===== src/hdl/kps_pkg.sv =====
// Shared types, constants and helpers for the keypad scanner.
`timescale 1ns / 1ps

package kps_pkg;

  // Configuration register indexes.
  localparam int unsigned CFG_IDX_W  = 2;
  localparam int unsigned CFG_DATA_W = 10;

  localparam logic [CFG_IDX_W-1:0] CFG_SETTLE       = 2'd0;
  localparam logic [CFG_IDX_W-1:0] CFG_DEBOUNCE     = 2'd1;
  localparam logic [CFG_IDX_W-1:0] CFG_RELEASE_POLL = 2'd2;
  localparam logic [CFG_IDX_W-1:0] CFG_LOCKOUT      = 2'd3;

  // Register reset values.
  localparam logic [3:0] SETTLE_RST       = 4'd1;
  localparam logic [7:0] DEBOUNCE_RST     = 8'd20;
  localparam logic [7:0] RELEASE_POLL_RST = 8'd10;
  localparam logic [9:0] LOCKOUT_RST      = 10'd200;

  // No row driven.
  localparam logic [3:0] ROWS_IDLE = 4'hF;
  // Saturation value of the lockout tick counter.
  localparam logic [9:0] COUNT_MAX = 10'd1023;

  typedef struct packed {
    logic [3:0] settle_ticks;
    logic [7:0] debounce_ticks;
    logic [7:0] release_poll_ticks;
    logic [9:0] lockout_ticks;
  } cfg_t;

  typedef struct packed {
    logic [3:0] row_drive;
    logic       key_valid;
    logic [3:0] key_index;
  } result_t;

  // Active-low drive pattern for one row.
  function automatic logic [3:0] row_pattern(input logic [1:0] row);
    logic [3:0] pat;
    pat      = ROWS_IDLE;
    pat[row] = 1'b0;
    return pat;
  endfunction

endpackage


===== src/hdl/matrix_keypad_scanner_core.sv =====
// Top level of the 4x4 matrix keypad scanner with debounce and lockout.
`timescale 1ns / 1ps

// Each input transaction is one millisecond tick carrying the active-low column
// levels sampled for the row that the previous result asked to drive, and each
// input transaction produces exactly one output transaction: the row drive for
// the coming tick, plus a key report (row times four plus column) on the tick
// where a confirmed key has been released. The block has two register stages:
// an input register that captures col_sense, and an output register holding
// the result. The scan state machine updates between them, so a new
// transaction is accepted every clock cycle while the input is not stalled.
// Input stall is raised only while the input register holds a tick and the
// output register is full and stalled downstream. Configuration
// registers (settle, debounce, release poll, lockout) are written through a
// simple write port and should be changed only while no tick is in flight.
// After reset the block scans rows 0 through 3 continuously, holds the first
// pressed key (first row in scan order, then lowest column), confirms it after
// the debounce gap, waits for all keys up, reports it, and then suppresses new
// detections until lockout_ticks have passed since the scan that found it.

module matrix_keypad_scanner_core (
  input  logic                            clk_i,
  input  logic                            rst_ni,
  // Tick input channel
  input  logic                            in_valid_i,
  output logic                            in_stall_o,
  input  logic [3:0]                      col_sense_i,
  // Result channel
  output logic                            out_valid_o,
  input  logic                            out_stall_i,
  output logic [3:0]                      row_drive_o,
  output logic                            key_valid_o,
  output logic [3:0]                      key_index_o,
  // Configuration write port
  input  logic                            cfg_we_i,
  input  logic [kps_pkg::CFG_IDX_W-1:0]   cfg_index_i,
  input  logic [kps_pkg::CFG_DATA_W-1:0]  cfg_data_i
);
  import kps_pkg::*;

  cfg_t       cfg;
  result_t    step_res;

  logic       in_vld_q, in_vld_d;
  logic [3:0] col_q, col_d;
  logic       out_vld_q, out_vld_d;
  result_t    res_q, res_d;

  logic       out_hold;
  logic       in_accept;
  logic       step;

  // The output register can take a new result unless it is full and stalled.
  assign out_hold   = out_vld_q && out_stall_i;
  assign step       = in_vld_q && !out_hold;
  assign in_stall_o = in_vld_q && out_hold;
  assign in_accept  = in_valid_i && !in_stall_o;

  kps_cfg u_cfg (
    .clk_i       (clk_i),
    .rst_ni      (rst_ni),
    .cfg_we_i    (cfg_we_i),
    .cfg_index_i (cfg_index_i),
    .cfg_data_i  (cfg_data_i),
    .cfg_o       (cfg)
  );

  kps_fsm u_fsm (
    .clk_i       (clk_i),
    .rst_ni      (rst_ni),
    .step_i      (step),
    .col_sense_i (col_q),
    .cfg_i       (cfg),
    .res_o       (step_res)
  );

  // Input register: refilled whenever it is not held by a stalled output.
  always_comb begin
    in_vld_d = in_vld_q;
    col_d    = col_q;
    if (!in_stall_o) begin
      in_vld_d = in_valid_i;
      if (in_accept) begin
        col_d = col_sense_i;
      end
    end
  end

  // Output register: loads the step result, otherwise drains or holds.
  always_comb begin
    out_vld_d = out_vld_q;
    res_d     = res_q;
    if (!out_hold) begin
      out_vld_d = step;
      if (step) begin
        res_d = step_res;
      end
    end
  end

  always_ff @(posedge clk_i or negedge rst_ni) begin
    if (!rst_ni) begin
      in_vld_q  <= 1'b0;
      out_vld_q <= 1'b0;
    end else begin
      in_vld_q  <= in_vld_d;
      out_vld_q <= out_vld_d;
    end
  end

  always_ff @(posedge clk_i) begin
    col_q <= col_d;
    res_q <= res_d;
  end

  assign out_valid_o = out_vld_q;
  assign row_drive_o = res_q.row_drive;
  assign key_valid_o = res_q.key_valid;
  assign key_index_o = res_q.key_index;

  // A key report happens only on a tick with no row driven.
  a_report_idle_rows : assert property (@(posedge clk_i) disable iff (!rst_ni)
    out_valid_o && key_valid_o |-> row_drive_o == ROWS_IDLE)
    else $error("key reported while a row is driven");

  // At most one row is ever driven low.
  a_one_row_low : assert property (@(posedge clk_i) disable iff (!rst_ni)
    out_valid_o |-> $countones(~row_drive_o) <= 1)
    else $error("more than one row driven low");

  // The key index is zero on every tick without a report.
  a_index_zero : assert property (@(posedge clk_i) disable iff (!rst_ni)
    out_valid_o && !key_valid_o |-> key_index_o == 4'd0)
    else $error("key index nonzero without a report");

  // The input side stalls only when the output is full and held downstream.
  a_stall_cause : assert property (@(posedge clk_i) disable iff (!rst_ni)
    in_stall_o |-> out_valid_o && out_stall_i)
    else $error("input stalled without an output stall");

endmodule


===== src/hdl/kps_cfg.sv =====
// Configuration register file of the keypad scanner.
`timescale 1ns / 1ps

module kps_cfg (
  input  logic                             clk_i,
  input  logic                             rst_ni,
  input  logic                             cfg_we_i,
  input  logic [kps_pkg::CFG_IDX_W-1:0]    cfg_index_i,
  input  logic [kps_pkg::CFG_DATA_W-1:0]   cfg_data_i,
  output kps_pkg::cfg_t                    cfg_o
);
  import kps_pkg::*;

  cfg_t cfg_q, cfg_d;

  always_comb begin
    cfg_d = cfg_q;
    if (cfg_we_i) begin
      case (cfg_index_i)
        CFG_SETTLE:       cfg_d.settle_ticks       = cfg_data_i[3:0];
        CFG_DEBOUNCE:     cfg_d.debounce_ticks     = cfg_data_i[7:0];
        CFG_RELEASE_POLL: cfg_d.release_poll_ticks = cfg_data_i[7:0];
        CFG_LOCKOUT:      cfg_d.lockout_ticks      = cfg_data_i[9:0];
        default:          cfg_d = cfg_q;
      endcase
    end
  end

  always_ff @(posedge clk_i or negedge rst_ni) begin
    if (!rst_ni) begin
      cfg_q.settle_ticks       <= SETTLE_RST;
      cfg_q.debounce_ticks     <= DEBOUNCE_RST;
      cfg_q.release_poll_ticks <= RELEASE_POLL_RST;
      cfg_q.lockout_ticks      <= LOCKOUT_RST;
    end else begin
      cfg_q <= cfg_d;
    end
  end

  assign cfg_o = cfg_q;

endmodule


===== src/hdl/kps_fsm.sv =====
// Scan, debounce, release and lockout state machine of the keypad scanner.
`timescale 1ns / 1ps

module kps_fsm (
  input  logic              clk_i,
  input  logic              rst_ni,
  input  logic              step_i,
  input  logic [3:0]        col_sense_i,
  input  kps_pkg::cfg_t     cfg_i,
  output kps_pkg::result_t  res_o
);
  import kps_pkg::*;

  typedef enum logic [2:0] {
    PH_SCAN     = 3'd0,
    PH_DEBOUNCE = 3'd1,
    PH_CONFIRM  = 3'd2,
    PH_RELSCAN  = 3'd3,
    PH_RELWAIT  = 3'd4
  } phase_e;

  phase_e     phase_q, phase_d;
  logic [1:0] row_q, row_d;
  logic [7:0] wait_q, wait_d;
  logic [3:0] held_q, held_d;
  logic [9:0] lock_cnt_q, lock_cnt_d;
  logic       lock_act_q, lock_act_d;

  logic [3:0] pressed;
  logic [9:0] lock_cnt_inc;
  logic [7:0] settle_eff;
  logic [7:0] wait_inc;
  logic [8:0] wait_inc_w;
  logic [1:0] row_nxt;
  logic [1:0] low_col;
  result_t    res;

  // Lowest pressed column; column three when only it (or nothing) is down.
  function automatic logic [1:0] lowest_col(input logic [3:0] p);
    logic [1:0] c;
    if (p[0])      c = 2'd0;
    else if (p[1]) c = 2'd1;
    else if (p[2]) c = 2'd2;
    else           c = 2'd3;
    return c;
  endfunction

  assign pressed      = ~col_sense_i;
  assign lock_cnt_inc = (lock_cnt_q < COUNT_MAX) ? lock_cnt_q + 10'd1 : lock_cnt_q;
  assign settle_eff   = (cfg_i.settle_ticks == 4'd0) ? 8'd1 : {4'd0, cfg_i.settle_ticks};
  assign wait_inc_w   = {1'b0, wait_q} + 9'd1;
  assign wait_inc     = wait_inc_w[7:0];
  assign row_nxt      = row_q + 2'd1;
  assign low_col      = lowest_col(pressed);

  always_comb begin
    phase_d       = phase_q;
    row_d         = row_q;
    wait_d        = wait_q;
    held_d        = held_q;
    lock_cnt_d    = lock_cnt_inc;
    lock_act_d    = lock_act_q;
    res.row_drive = ROWS_IDLE;
    res.key_valid = 1'b0;
    res.key_index = 4'd0;

    case (phase_q)
      PH_SCAN: begin
        if (lock_act_q && (lock_cnt_inc < cfg_i.lockout_ticks)) begin
          row_d  = 2'd0;
          wait_d = 8'd0;
        end else begin
          lock_act_d = 1'b0;
          if (wait_q < settle_eff) begin
            wait_d        = wait_inc;
            res.row_drive = row_pattern(row_q);
          end else if (pressed != 4'd0) begin
            held_d     = {row_q, low_col};
            lock_cnt_d = 10'd0;
            phase_d    = PH_DEBOUNCE;
            wait_d     = 8'd0;
          end else begin
            row_d         = row_nxt;
            wait_d        = 8'd1;
            res.row_drive = row_pattern(row_nxt);
          end
        end
      end
      PH_DEBOUNCE: begin
        wait_d = wait_inc;
        if (wait_inc_w >= {1'b0, cfg_i.debounce_ticks}) begin
          phase_d       = PH_CONFIRM;
          row_d         = held_q[3:2];
          wait_d        = 8'd1;
          res.row_drive = row_pattern(held_q[3:2]);
        end
      end
      PH_CONFIRM: begin
        if (wait_q < settle_eff) begin
          wait_d        = wait_inc;
          res.row_drive = row_pattern(row_q);
        end else begin
          // Confirmed goes on to release scanning, a miss restarts detection.
          phase_d       = pressed[held_q[1:0]] ? PH_RELSCAN : PH_SCAN;
          row_d         = 2'd0;
          wait_d        = 8'd1;
          res.row_drive = row_pattern(2'd0);
        end
      end
      PH_RELSCAN: begin
        if (wait_q < settle_eff) begin
          wait_d        = wait_inc;
          res.row_drive = row_pattern(row_q);
        end else if (pressed != 4'd0) begin
          phase_d = PH_RELWAIT;
          wait_d  = 8'd0;
        end else if (row_q == 2'd3) begin
          res.key_valid = 1'b1;
          res.key_index = held_q;
          lock_act_d    = 1'b1;
          phase_d       = PH_SCAN;
          row_d         = 2'd0;
          wait_d        = 8'd0;
        end else begin
          row_d         = row_nxt;
          wait_d        = 8'd1;
          res.row_drive = row_pattern(row_nxt);
        end
      end
      PH_RELWAIT: begin
        wait_d = wait_inc;
        if (wait_inc_w >= {1'b0, cfg_i.release_poll_ticks}) begin
          phase_d       = PH_RELSCAN;
          row_d         = 2'd0;
          wait_d        = 8'd1;
          res.row_drive = row_pattern(2'd0);
        end
      end
      default: begin
        phase_d = PH_SCAN;
        row_d   = 2'd0;
        wait_d  = 8'd0;
      end
    endcase
  end

  always_ff @(posedge clk_i or negedge rst_ni) begin
    if (!rst_ni) begin
      phase_q    <= PH_SCAN;
      row_q      <= 2'd0;
      wait_q     <= 8'd0;
      held_q     <= 4'd0;
      lock_cnt_q <= 10'd0;
      lock_act_q <= 1'b0;
    end else if (step_i) begin
      phase_q    <= phase_d;
      row_q      <= row_d;
      wait_q     <= wait_d;
      held_q     <= held_d;
      lock_cnt_q <= lock_cnt_d;
      lock_act_q <= lock_act_d;
    end
  end

  assign res_o = res;

endmodule

===== config.mk =====
export PLATFORM = sky130hd
export DESIGN_NAME = matrix_keypad_scanner_core
export DESIGN_NICKNAME = d
export VERILOG_FILES = /design/src/hdl/kps_pkg.sv /design/src/hdl/matrix_keypad_scanner_core.sv /design/src/hdl/kps_cfg.sv /design/src/hdl/kps_fsm.sv
export SDC_FILE = /design/constraint.sdc
export NUM_CORES = 1
export LEC_CHECK = 0
export BUFFER_PORTS_ARGS = -buffer_cell sky130_fd_sc_hd__buf_4
export CAP_MARGIN = 40
export CORE_ASPECT_RATIO = 2
export CORE_MARGIN = 1
export CORE_UTILIZATION = 65
export DETAILED_ROUTE_END_ITERATION = 12
export GPL_TIMING_DRIVEN = 0
export MAX_ROUTING_LAYER = met4
export PLACE_DENSITY = 0.85
export SYNTH_ARGS = -nofsm -noshare
export SYNTH_HDL_FRONTEND = slang
export SYNTH_SLANG_ARGS = --single-unit

===== constraint.sdc =====
create_clock -name clk_i -period 7.28 [get_ports clk_i]
set_clock_uncertainty 0.15 [all_clocks]
set_input_delay 0 -clock clk_i [delete_from_list [all_inputs] [get_ports clk_i]]
set_output_delay 0 -clock clk_i [all_outputs]
set_load 0.05 [all_outputs]

==> results of run 1 <==
[final timing paths]
| path | slack, ns | cells after the start | from | to |
|---|---|---|---|---|
| max in group asynchronous | 6.34 | 2 | rst_ni | u_fsm.phase_q[2] |
| hold / removal | 0.12 | 4 | cfg_we_i | u_cfg.cfg_o[28] |
| min in group asynchronous | 0.13 | 2 | rst_ni | u_fsm.lock_act_q |
| hold reg to reg | 0.35 | 1 | in_vld_q | out_valid_o |
| setup / recovery | 2.86 | 16 | u_fsm.lock_cnt_q[0] | u_fsm.row_q[0] |
| setup reg to reg | 2.86 | 16 | u_fsm.lock_cnt_q[0] | u_fsm.row_q[0] |
[kinds of logic (layout without fill, tap and decap cells)]
kind of cell,after synthesis,after routing,synth area share
multiplexers,35,35,0.0885
AND/OR/NAND/NOR,154,154,0.176
buffers and inverters,50,120,0.0435
adder cells (fa/ha/maj),38,38,0.105
XOR/XNOR,12,12,0.0233
AO/OA/AOI/OAI,94,94,0.142
flip-flops,73,73,0.422
[routing by layer]
layer | global-route usage | share of wire | routed length (um) | vias up
li1 | - | - | - | 1778
met1 | 0.378 | 0.33 | 4030 | 1855
met2 | 0.649 | 0.55 | 6680 | 173
met3 | 0.0787 | 0.045 | 542 | 76
met4 | 0.307 | 0.076 | 924 | 0
met5 | - | 0 | 0 | -
[flip-flops by register name, indices dropped and copies added (netlist names)]
signal,flops
u_fsm.wait_q,8
key_valid_o,1
u_fsm.held_q,4
u_fsm.phase_q,3
row_drive_o,4
u_fsm.row_q,2
u_fsm.lock_cnt_q,10
out_valid_o,1
key_index_o,4
u_fsm.lock_act_q,1
col_q,4
u_cfg.cfg_o,30
in_vld_q,1
[through the flow]
stage          std cells  instance area (um2)  hold slack [ns]
6_report             614                 5340            0.117
5_1_grt              614                 5340            0.152
4_1_cts              614                 5340           0.0963
3_5_place_dp         576                 4870          -0.0254
3_3_place_gp         575                 4850          -0.0411
2_1_floorplan        456                 4510           -0.446
[cell type report]
class                           instances  share of cell area
Multi-Input combinational cell        333               0.452
Clock inverter                          5             0.00422
Timing Repair Buffer                   54              0.0869
Buffer                                 11             0.00937
Tap cell                               88              0.0206
Clock buffer                           11              0.0436
Inverter                               39              0.0274
Sequential cell                        73               0.356
[placed cells by master (no fill, tap or decap), types with 8 or more instances in the layout]
cell type	synthesis	final
buf_4	2	33
nand3_1	22	22
o21ai_1	19	19
a21oi_1	11	11
and2_1	8	8
o21ai_0	18	18
dlygate4sd3_1	0	22
a221oi_1	8	8
clkbuf_16	0	9
clkbuf_1	8	10
mux2_2	29	29
nor2_1	25	25
nand2b_1	11	11
ha_1	38	38
edfxtp_1	13	13
dfrtp_1	52	52
inv_1	39	39
dfstp_2	8	8
nand2_1	52	52
[power breakdown]
part           internal, mW  total (mW)  switching, mW
clock                 0.227       0.396          0.170
combinational         0.339       0.876          0.537
sequential            0.527       0.626         0.0987
total                  1.09        1.90          0.805
[worst register-to-register path: stages (launching register included)]
cell,delay [ns]
dfrtp_1,0.45
ha_1,0.26
nand3_1,0.13
nor2_4,0.06
nand3_1,0.24
nand2b_1,0.17
or2_2,0.31
xor2_1,0.23
inv_1,0.08
ha_1,0.30
and3_1,0.20
a221oi_1,0.30
o211ai_1,0.21
a31oi_4,0.38
o32ai_2,0.18
or4_1,0.51
o221ai_1,0.18
[repair_timing]
item | in CTS | in global routing
endpoints found under the setup margin | 0 | 0
hold endpoints to repair | 92 | 0
hold buffers | 22 | 0
gates resized for setup | 0 | 0
==> summary.md, run 1 <==
| Metric | Value |
|---|---|
| CP max stage cell | `or4_1` |
| Diodes inserted | `0` |
| Yosys Warn Count | `0` |
| # DRC | `0` |
| Clock root buffer | `clkbuf_16` |
| Final setup viols | `0` |
| Post-Syn Area per Cell | `9.89 um2` |
| TritonCTS Sinks | `73` |
| Antenna viol nets, final | `0` |
| Yosys cell types | `61` |
| DIE AREA | `roughly 7300 um2` |
| Synth cell count leaders | `dfrtp_1, nand2_1, inv_1` |
| Drt initial violations | `308` |
| PD cells | `between 300 and 400 nW/um2` |
| Worst EP arrival | `4.52 ns` |
| Final hold vios | `0` |
| Pin count of the biggest net entering global routing | `61` |
| Setup repair after global routing missed its margin | `false` |
| Core Region | `between 6000 and 7000 um2` |
| Least-Margin Pin Slew | `roughly 0.93 ns` |
| CP Max Fanout | `9` |
| CTS H-tree lvls | `3` |
| Static leakage | `around 2.4 nW` |
| Sum Neg Setup Slack | `0 ns` |
| Clk slew on worst S/H paths | `0.06 ns` |
| Die Width | `roughly 61 um` |
| Die Y-Extent | `120 um` |
| Crit start category | `flop` |
| Share of cells above drive strength 1 | `0.186` |
| Area contributors post-synth | `dfrtp_1, ha_1, edfxtp_1` |
| Post-synth ARST share | `0.822` |
| Tot GR Track Use | `0.393` |
| # IOs | `32` |
| Number of global-route vias before repair | `between 4000 and 5000` |
| Register area | `1900 um2` |
| Initial Util | `0.676` |
| Number of synthesized register bits | `73` |
| Top_reg_cell synth | `dfrtp_1` |
| Total power | `about 1.9 mW` |
| Max frequency | `226 MHz` |
| Rows | `42` |
| CTS tree | `yes` |
| Bufs and invs on worst path | `1` |
| Dpl ws | `between 2 and 3 ns` |
| Deepest clock path buffer count | `2` |
| DR WL/cell | `between 15 and 20 um` |
| Final #Nets | `just under 600` |
| Multi-input gate area | `~2400 um2` |
| Crit. End Element | `flop` |
| Crit share post-route | `0.607` |
| Via count | `approximately 3900` |
| Port Buf Inserts | `31` |
| Area share of the largest cell type after synthesis | `0.288` |
| DR pass1 iterations | `7` |
| Mapped Nets | `approximately 520` |
| Slew margin rel. | `0.377` |
| Period minus WS final | `between 4 and 5 ns` |
| Grt ovf | `0` |
| Routed WL | `around 12 mm` |
| Final core utilization | `0.800` |
| Synth area leader | `dfrtp_1` |
| Post-synth EDFFs | `13` |
| Seq/Total Area, Yosys | `0.422` |
| Post-CTS Setup Inserts | `0` |
| Required @ worst endpoint | `7.38 ns` |
| CTS buffer count | `9` |
| Worst path cell trace | `ha_1, nand3_1, nor2_4, nand3_1, nand2b_1, or2_2, xor2_1, inv_1, ha_1, and3_1, a221oi_1, o211ai_1, a31oi_4, o32ai_2, or4_1, o221ai_1` |
| Fillers | `approximately 420` |
| Via-per-instance ratio | `around 6.3` |
| Post-DP HPWL | `roughly 8.4 mm` |
| Worst vdd ir | `between 200 and 250 uV` |
| Synth Cell Area | `between 4000 and 5000 um2` |
| HP Class | `primary input to flop` |
| Final GP Congestion | `slightly below 1` |
| Initial antenna violation count | `0` |
| Worst Setup Slack, final | `2.86 ns` |
| First-pass GRT wire length | `about 20 mm` |
| MaxCap Viol Count | `0` |
| Area Growth Syn to Fin | `18.4%` |
| Status | `complete, no violations` |
| WS Path Type | `flop to flop` |
| Worst skew pair latency | `0.34 ns` |
| Synth Instances | `roughly 460` |
| CP delay by family, top | `simple AND/OR/NAND/NOR gates` |
| Critical Path Max Stage Delay | `between 0.5 and 0.6 ns` |
| Slew Viols, Final | `0` |
(Power assumes the default switching activity.)
==> inputs of run 2 (changes only) <==
Settings changed: ABC_AREA from default to 1, CORE_UTILIZATION 65 to 61, PLACE_DENSITY 0.85 to 0.8.
Clock period 7.28 ns to 4.1 ns, I/O delays scaled along.
==> summary.md, run 2 <==
| Metric | Value |
|---|---|
| HP Class | `primary input to flop (unchanged)` |
| CP max stage cell | `dfrtp_1 (was or4_1)` |
| Clock root buffer | `clkbuf_16 (unchanged)` |
| Worst vdd ir | `388 uV (was 231 uV)` |
| Pin count of the biggest net entering global routing | `61 (unchanged)` |
| Final setup viols | `0 (unchanged)` |
| Post-Synth Adder-Cell Area | `0.0998 (was 0.105)` |
| Worst path most repeated cell | `nand3_1` |
| Post-synth ARST share | `0.822 (unchanged)` |
| Simple-gate share of the synthesized area | `0.284 (was 0.176)` |
| Via-per-instance ratio | `5.53 (was 6.32)` |
| Post-synth EDFFs | `13 (unchanged)` |
| CP Max Fanout | `8 (was 9)` |
| Synth Cell Area | `4770 um2 (was 4510 um2)` |
| DIE AREA | `8190 um2 (was 7300 um2)` |
| Synth cell count leaders | `nand2_1, inv_1, nor2_1 (was dfrtp_1, nand2_1, inv_1)` |
| Status | `complete, no violations (unchanged)` |
| Design area | `5570 um2 (was 5340 um2)` |
| PD cells | `595 nW/um2 (was 355 nW/um2)` |
| Deepest clock path buffer count | `2 (unchanged)` |
| Worst skew pair latency | `0.33 ns (was 0.34 ns)` |
| Required @ worst endpoint | `4.11 ns (was 7.38 ns)` |
| Crit. End Element | `flop (unchanged)` |
| Number of synthesized register bits | `73 (unchanged)` |
| Largest register FFs | `30 (unchanged)` |
| Placed insts | `746 (was 576)` |
| Yosys cell types | `38 (was 61)` |
| Top_reg_cell synth | `dfrtp_1 (unchanged)` |
| Synth Instances | `620 (was 456)` |
| MaxCap Viol Count | `0 (unchanged)` |
| Drt initial violations | `339 (was 308)` |
| Area contributors post-synth | `dfrtp_1, nand2_1, ha_1 (was dfrtp_1, ha_1, edfxtp_1)` |
| Slew margin rel. | `0.484 (was 0.377)` |
| First-pass GRT wire length | `19.8 mm (was 20.1 mm)` |
| Grt ovf | `0 (unchanged)` |
| Area share of the largest cell type after synthesis | `0.273 (was 0.288)` |
| Die Width | `64.5 um (was 60.9 um)` |
| Routed WL | `12.0 mm (was 12.2 mm)` |
| CTS tree | `yes (unchanged)` |
| Slew Viols, Final | `0 (unchanged)` |
| Final GP Congestion | `0.967 (was 0.969)` |
| Final hold vios | `0 (unchanged)` |
| Placed inst area | `5130 um2 (was 4870 um2)` |
| Xor/xnor share of the synthesized area | `0.0110 (was 0.0233)` |
| Crit start category | `flop (unchanged)` |
| Tot GR Track Use | `0.328 (was 0.393)` |
| Worst path cell trace | `ha_1, inv_1, nor2_4, nand3_4, nand2_1, nor2_1, xor2_1, ha_1, nand2_1, inv_1, nand3_1, a31oi_1, nor3_1, nand3_1, nand3_1, nor2_1, o21ai_0 (was ha_1, nand3_1, nor2_4, nand3_1, nand2b_1, or2_2, xor2_1, inv_1, ha_1, and3_1, a221oi_1, o211ai_1, a31oi_4, o32ai_2, or4_1, o221ai_1)` |
| Area Growth Syn to Fin | `16.9% (was 18.4%)` |
| Initial antenna violation count | `0 (unchanged)` |
| Least-Margin Pin Slew | `0.773 ns (was 0.932 ns)` |
| CTS buffer count | `9 (unchanged)` |
| Static leakage | `2.88 nW (was 2.43 nW)` |
| # DRC | `0 (unchanged)` |
| # resized after CTS | `0 (unchanged)` |
| Core Region | `7600 um2 (was 6670 um2)` |
| Most frequent cells in the layout | `nand2_1, inv_1, nor2_1 (was nand2_1, dfrtp_1, inv_1)` |
| Sum Neg Setup Slack | `0 ns (unchanged)` |
| Worst EP arrival | `3.33 ns (was 4.52 ns)` |
| Mapped Nets | `679 (was 515)` |
| Post-DP HPWL | `9.08 mm (was 8.39 mm)` |
| Largest family of logic cells by synthesized area | `simple AND/OR/NAND/NOR gates (unchanged)` |
| Hold Path Origin | `cfg_we_i (unchanged)` |
| Cts hold-fix bufs | `17 (was 22)` |
| Die Y-Extent | `127 um (was 120 um)` |
| TritonCTS Sinks | `73 (unchanged)` |
| DR pass1 iterations | `5 (was 7)` |
| Diodes inserted | `0 (unchanged)` |
| Initial Util | `0.627 (was 0.676)` |
| Max frequency | `301 MHz (was 226 MHz)` |
| Post-CTS Setup Inserts | `0 (unchanged)` |
| Number of global-route vias before repair | `4350 (was 4193)` |
| Port Buf Inserts | `31 (unchanged)` |
| Commonest non-fill, non-tap cell in the layout | `nand2_1` |
| Setup repair after global routing missed its margin | `false (unchanged)` |
| Clk slew on worst S/H paths | `0.06 ns (about the same)` |
| Seq/Total Area, Yosys | `0.399 (was 0.422)` |
| DR WL/cell | `15.4 um (was 19.8 um)` |
| CTS H-tree lvls | `3 (unchanged)` |
| WS Path Type | `flop to flop (unchanged)` |
| Post-Syn Area per Cell | `7.69 um2 (was 9.89 um2)` |
| Share of cells above drive strength 1 | `0.134 (was 0.186)` |
| Yosys Warn Count | `0 (unchanged)` |
| Crit share post-route | `0.810 (was 0.607)` |
| Final #Nets | `740 (was 580)` |
| Antenna viol nets, final | `0 (unchanged)` |
| Compound-Gate Fraction of Synth Area | `0.109 (was 0.142)` |
| Proportion of synthesized area in mux cells | `0 (was 0.0885)` |
| Rows | `45 (was 42)` |
| Fillers | `585 (was 417)` |
| Critical Path Max Stage Delay | `0.42 ns (was 0.51 ns)` |
| Period minus WS final | `3.32 ns (was 4.42 ns)` |
| CP startpoint | `u_fsm.lock_cnt_q[0] (unchanged)` |
| Final non-filler cell total | `780 (was 614)` |
| Synth area leader | `dfrtp_1 (unchanged)` |
| # IOs | `32 (unchanged)` |
| Count leader, synth | `nand2_1` |
| Via count | `4312 (was 3882)` |
| R2R Path Start | `u_fsm.lock_cnt_q[0] (unchanged)` |
run 2: cell type report:
type | instances | area (um2) | share of cell area
Tap cell | 94 | 118 | 0.0211
Timing Repair Buffer | 50 | 425 | 0.0763
Clock buffer | 11 | 233 | 0.0418
Multi-Input combinational cell | 429 | 2400 | 0.430
Sequential cell | 73 | 1900 | 0.341
Buffer | 12 | 67.6 | 0.0121
Inverter | 106 | 398 | 0.0714
Clock inverter | 5 | 31.3 | 0.00561
run 2: worst paths after layout:
| kind | to | slack (ns) | depth (start not counted) |
|---|---|---|---|
| worst max-delay path | row_drive_o[2] | 0.78 | 17 |
| min in group asynchronous | u_cfg.cfg_o[18] | 0.13 | 2 |
| max in group asynchronous | u_cfg.cfg_o[24] | 3.15 | 2 |
| worst min-delay path | u_cfg.cfg_o[26] | 0.001 | 3 |
| worst min register to register | out_valid_o | 0.31 | 2 |
| worst max register to register | row_drive_o[2] | 0.78 | 17 |
run 2: metrics by stage:
stage / utilization / setup slack [ns] / hold slack (ns) / total power, mW
6_report: 0.733 / 0.780 / 0.00114 / 3.32
5_1_grt: 0.733 / 0.462 / 0.0598 / 3.54
4_1_cts: 0.732 / 0.791 / 0.0107 / 3.30
3_5_place_dp: 0.675 / 0.826 / -0.0286 / 2.57
3_3_place_gp: 0.673 / 0.835 / -0.0405 / 2.51
2_1_floorplan: - / 1.31 / -0.446 / 2.16
run 2: cells by family after synthesis:
group                    after synthesis
AND/OR/NAND/NOR                      300
buffers and inverters                118
AO/OA/AOI/OAI                         85
flip-flops                            73
adder cells (fa/ha/maj)               38
XOR/XNOR                               6
run 2: layer usage:
layer / up-vias / part of all wire / track usage
li1: 2115 / - / -
met1: 2030 / 0.36 / 0.320
met2: 120 / 0.56 / 0.594
met3: 47 / 0.028 / 0.0438
met4: 0 / 0.051 / 0.203
met5: - / 0 / -
run 2: power by group:
part	leakage, nW	switching [mW]	internal, mW	total [mW]
Sequential	0.877	0.141	0.910	1.05
Combinational	1.88	1.02	0.531	1.55
Clock	0.130	0.306	0.409	0.715
Total	2.88	1.47	1.85	3.32
run 2: worst max-delay path: cells and delay by family (launching register included):
family          cells  cell delay [ns]
compound gates      2             0.19
xor+xnor            1             0.22
fa+ha+maj           2             0.51
buf+inv             2             0.19
flops               1             0.42
simple gates       10             1.46
